File: config.mk
export PLATFORM = sky130hd
export DESIGN_NAME = ffba_cell
export DESIGN_NICKNAME = d
export VERILOG_FILES = /design/src/design/ffba_pkg.sv /design/src/design/ffba_cell.sv
export SDC_FILE = /design/constraint.sdc
export NUM_CORES = 1
export LEC_CHECK = 0
export ABC_CLOCK_PERIOD_IN_PS = 4190
export BUFFER_PORTS_ARGS = -buffer_cell sky130_fd_sc_hd__buf_2
export CAP_MARGIN = 20
export CORE_MARGIN = 3
export CORE_UTILIZATION = 46
export CTS_CLUSTER_SIZE = 14
export DETAILED_ROUTE_END_ITERATION = 10
export PLACE_DENSITY = 0.76
export SETUP_SLACK_MARGIN = 0.1
export SYNTH_ARGS = -nofsm -noshare
export SYNTH_HDL_FRONTEND = slang
export SYNTH_SLANG_ARGS = --single-unit
File: constraint.sdc
create_clock -name clock -period 4.19 [get_ports clock]
set_input_delay 0.2095 -clock clock [delete_from_list [all_inputs] [get_ports clock]]
set_output_delay 0.2095 -clock clock [all_outputs]
set_load 0.01 [all_outputs]
File: src/design/ffba_pkg.sv
`timescale 1ns / 1ps

package ffba_pkg;

   // Table and block geometry.
   localparam int MAX_BLOCKS       = 64;
   localparam int DESCRIPTOR_BYTES = 16;
   // The rounding in the top level masks low bits, so the alignment must be a power of two.
   localparam int ALIGN_BYTES      = 16;

   localparam int ADDR_W      = 32;
   localparam int CSR_INDEX_W = 1;

   // Request kinds carried in tuser.
   typedef enum logic [0:0] {
      OP_ALLOCATE = 1'b0,
      OP_FREE     = 1'b1
   } opcode_type;

   // Completion codes.
   typedef enum logic [1:0] {
      STATUS_OK        = 2'd0,
      STATUS_NO_SPACE  = 2'd1,
      STATUS_NOT_FOUND = 2'd2
   } status_type;

   // Configuration register indexes.
   typedef enum logic [CSR_INDEX_W-1:0] {
      CSR_HEAP_TOP    = 1'b0,
      CSR_HEAP_BOTTOM = 1'b1
   } csr_index_type;

   // Sequencer states of the top level.
   typedef enum logic [1:0] {
      ST_IDLE,
      ST_EVAL,
      ST_APPLY,
      ST_RESP
   } state_type;

   // Action that one table cell takes in a cycle.
   typedef enum logic [1:0] {
      CELL_HOLD,
      CELL_LOAD_NEW,
      CELL_TAKE_ABOVE,
      CELL_TAKE_BELOW
   } cell_op_type;

   // One allocated block: descriptor base and the address just past its payload.
   typedef struct packed {
      logic [ADDR_W-1:0] base;
      logic [ADDR_W-1:0] block_end;
   } entry_type;

   // Request data broadcast to every cell.
   typedef struct packed {
      logic [ADDR_W-1:0] need;
      logic [ADDR_W-1:0] free_address;
      logic [ADDR_W-1:0] heap_bottom;
   } cell_cmd_type;

   // Per-cell search results.
   typedef struct packed {
      logic              fit;
      logic              match;
      logic [ADDR_W-1:0] cand;
   } cell_flags_type;

endpackage

File: src/design/ffba_cell.sv
`timescale 1ns / 1ps

module ffba_cell (
   input  logic                   clock,
   input  ffba_pkg::cell_cmd_type cmd,
   input  ffba_pkg::cell_op_type  op,
   input  logic                   occupied,
   input  logic                   at_count,
   input  logic [31:0]            upper_in,
   input  ffba_pkg::entry_type    above_entry,
   input  ffba_pkg::entry_type    below_entry,
   output ffba_pkg::entry_type    entry,
   output ffba_pkg::cell_flags_type flags
);
   import ffba_pkg::*;

   entry_type         entry_ff;
   entry_type         entry_in;
   cell_flags_type    flags_ff;
   cell_flags_type    flags_in;
   logic [ADDR_W-1:0] upper_ff;
   logic [ADDR_W-1:0] lower;
   logic [ADDR_W-1:0] gap;
   logic [ADDR_W-1:0] payload;

   // Gap test: the gap below the neighbor above, down to this block or to the heap bottom.
   always_comb begin
      lower          = occupied ? entry_ff.block_end : cmd.heap_bottom;
      gap            = upper_in - lower;
      payload        = entry_ff.base + ADDR_W'(DESCRIPTOR_BYTES);
      flags_in.fit   = (occupied || at_count) && (upper_in >= lower) && (gap >= cmd.need);
      flags_in.match = occupied && (payload == cmd.free_address);
      flags_in.cand  = upper_in - cmd.need;
   end

   // Table update: keep, load the new block, or shift from a neighbor.
   always_comb begin
      unique case (op)
         CELL_HOLD:       entry_in = entry_ff;
         CELL_LOAD_NEW:   entry_in = '{base: flags_ff.cand, block_end: upper_ff};
         CELL_TAKE_ABOVE: entry_in = above_entry;
         CELL_TAKE_BELOW: entry_in = below_entry;
         default:         entry_in = entry_ff;
      endcase
   end

   always_ff @(posedge clock) begin
      entry_ff <= entry_in;
      flags_ff <= flags_in;
      upper_ff <= upper_in;
   end

   assign entry = entry_ff;
   assign flags = flags_ff;

endmodule
==> results.sh <==
export IMPL_run_status="finished, final reports clean"
export IMPL_synthMostInstantiatedCell="a21oi_1"
export IMPL_track_usage_pct=26.2
export IMPL_critPathKind="register to register"
export IMPL_cts_num_sinks=130
export IMPL_r2r_slack_ns=0.29
export IMPL_clock_latency_ns=0.43
export IMPL_coreArea_sq_um=21200
export IMPL_hold_viol_final=0
export IMPL_rr_startpoint="entry[0]"
export IMPL_synth_top_area_share_pct=19.1
export IMPL_rsz0062_at_grt="false"
export IMPL_ys_ff_latch=130
export IMPL_ys_top_cells_by_count="a21oi_1 (128), nor2_1 (115), mux2i_1 (106), ha_1 (98), dfxtp_1 (66)"
export IMPL_numCtsBuffers=17
export IMPL_setup_ws_ns=0.292
export IMPL_timing_hold_ws_ns=0.0976
export IMPL_drtIter0Drc=488
export IMPL_synth_edff_count=64
export IMPL_post_route_min_period_ns=3.90
export IMPL_clock_tree_htree_level_count=4
export IMPL_die_y_microns=154
export IMPL_power_density_nw_per_um2=378
export IMPL_io_pins=359
export IMPL_synth_cell_area_sq_um=10100
export IMPL_grt_busiest_layer="met2"
export IMPL_fillers=1864
export IMPL_r2r_cells=17
export IMPL_grt_pass1_vias=9580
export IMPL_finalSetupViolCount=0
export IMPL_yosysWarnings=0
export IMPL_netlist_instances=1113
export IMPL_dp_hpwl_microns=25800
export IMPL_postLayoutCellArea_sq_um=13100
export IMPL_antenna_found_initial=0
export IMPL_die_w_microns=154
export IMPL_crit_fanout=3
export IMPL_cts_root_buffer="clkbuf_16"
export IMPL_syn_to_final_growth_pct=30.5
export IMPL_grt_util_met2_pct=46.5
export IMPL_met1_usage_pct=33.1
export IMPL_wl_microns=32200
export IMPL_routabilityCongestion=0.932
export IMPL_layout_drive_gt1_share_pct=27.8
export IMPL_whs_endpoint="flags[0]"
export IMPL_hold_start="cmd[64]"
export IMPL_num_vias=9720
export IMPL_avgSynthCellArea_sq_um=9.03
export IMPL_dp_slack_ns=-0.0220
export IMPL_dr_pass1_iters=5
export IMPL_post_synth_top_area_cell="edfxtp_1"
export IMPL_syn_nets=1474
export IMPL_maxSlewHeadroom_pct=38.2
export IMPL_fmax_mhz=257
export IMPL_cts_buffer_depth=2
export IMPL_synthFlopType="dfxtp_1"
export IMPL_holdCritPathClass="input pin to register"
export IMPL_p_leak_uw=0.00636
export IMPL_die_area_sq_um=23700
export IMPL_initial_core_util_pct=47.4
export IMPL_cap_violations=0
export IMPL_n_antenna_cell=0
export IMPL_grt_pass1_wl_microns=50000
export IMPL_crit_path_start_kind="register"
export IMPL_final_seq_area_sq_um=3240
export IMPL_skew_ns=0.00962
export IMPL_drc_errors=0
export IMPL_overflow=0
export IMPL_end_kind="register"
export IMPL_wire_per_inst_microns=18.1
export IMPL_vias_per_cell=5.45
export IMPL_arrival_ns=4.22
export IMPL_r2r_end="flags[33]"
export IMPL_nets=1857
export IMPL_ant_nets=0
export IMPL_async_flop_share_pct=0
export IMPL_multi_input_area_sq_um=6490
export IMPL_synth_area_leaders="edfxtp_1 (19%), dfxtp_1 (13%), ha_1 (12%), mux2i_1 (11%), a21oi_1 (6.4%)"
export IMPL_yosys_cell_types_count=71
export IMPL_drv_slew=0
export IMPL_finalPower_uw=4960
export IMPL_period_share_pct=93.0
export IMPL_port_buffers=358
export IMPL_ys_seq_area_share_pct=32.3
export IMPL_gr_usage_met3_pct=4.59
export IMPL_holdPathStages=3
export IMPL_place_area_sq_um=12100
export IMPL_path_clk_slew_ns=0.07
export IMPL_cts_tree="done"
export IMPL_rows=53
export IMPL_peakVddDrop_v=0.000255
export IMPL_worst_pin_slew_ns=0.927
export IMPL_tns_ns=0
export IMPL_grt_start_max_net_pins=78
export IMPL_required_ns=4.51
## cell families (layout without fill, tap and decap cells)
kind of cell | count (synthesis) | count (layout) | share of synthesized area (%)
AOI/OAI and AO/OA | 291 | 291 | 18.2
xor gates and xnor gates | 93 | 93 | 8.10
adders and majority gates | 100 | 100 | 12.6
buffers and inverters | 94 | 490 | 3.56
DFF | 130 | 130 | 32.3
muxes | 107 | 107 | 10.7
and+or+nand+nor | 298 | 298 | 14.6
## cells in the final DEF, fill, tap and decap left out, drive strengths merged, types with 5 or more instances in the layout
cell / instances
a211o: 5
a211oi: 10
a21o: 43
a21oi: 128
a31oi: 7
and3: 12
buf: 369
clkbuf: 18
dfxtp: 66
dlygate4sd3: 32
edfxtp: 64
ha: 98
inv: 62
mux2i: 106
nand2: 51
nand2b: 9
nand3: 22
nand4: 15
nor2: 115
nor2b: 14
nor3: 22
nor4: 7
o211ai: 8
o21a: 10
o21ai: 37
o21bai: 8
o41ai: 6
or2: 6
xnor2: 64
xor2: 29
## flip-flops by register name, summed over array words and instances (netlist names)
name and cells:
flags 34, upper_ff 32, entry 64
## metal layers
metal  routed length [microns]  up-vias
met1                     13800     4467
met5                         0        -
li1                          -     4844
met4                       517        0
met3                      2070       41
met2                     15900      368
## through the flow
stage / std cells / utilization [%]
2_1_floorplan: 1113 / -
3_3_place_gp: 1718 / 57.1
3_5_place_dp: 1718 / 57.1
4_1_cts: 1782 / 61.6
5_1_grt: 1784 / 61.8
6_report: 1784 / 61.8
## how the worst max path moves through the flow
stage / depth (start not counted) / start / endpoint
finish: 17 / entry[0] / flags[33]
global route: 20 / entry[0] / flags[33]
CTS: 17 / entry[0] / flags[33]
detailed placement: 21 / occupied / flags[33]
global placement: 19 / occupied / flags[33]
floorplan: 18 / occupied / flags[33]
## area by class of cell
class | instances | share of cell area [%]
timing repair buffer | 401 | 16.8
inverter | 57 | 1.63
multi-input combinational | 889 | 49.4
clock buffer | 18 | 3.27
clock inverter | 14 | 1.54
tap | 275 | 2.62
sequential | 130 | 24.7
## report_power, final
| group | total (uW) | internal [uW] | switching (uW) | leakage [uW] |
|---|---|---|---|---|
| logic | 1690 | 765 | 929 | 0.00486 |
| registers | 1650 | 1520 | 132 | 0.00120 |
| clock network | 1620 | 1010 | 610 | 0.000302 |
| total | 4960 | 3290 | 1670 | 0.00636 |
## worst max-delay path: stages, from the launching register on
cell and delay [ns]:
edfxtp_1 0.39, mux2_2 0.28, ha_2 0.19, fa_2 0.34, nand2b_1 0.16, a21boi_2 0.19
nor2_1 0.10, o21ai_1 0.17, a21oi_1 0.11, o21bai_1 0.16, a21oi_1 0.11, xnor2_1 0.22
ha_1 0.29, and3_1 0.17, a221oi_2 0.28, o221ai_2 0.16, o41ai_2 0.36, a21oi_1 0.10
## what timing repair did
item / 4_1_cts / 5_1_grt
buffers inserted: 0 / 2
hold endpoints to repair: 32 / 0
endpoints found under the setup margin: 0 / 1
hold buffers: 32 / 0
gates resized for setup: 0 / 7
Note: power is estimated with default switching activity, not from simulation.
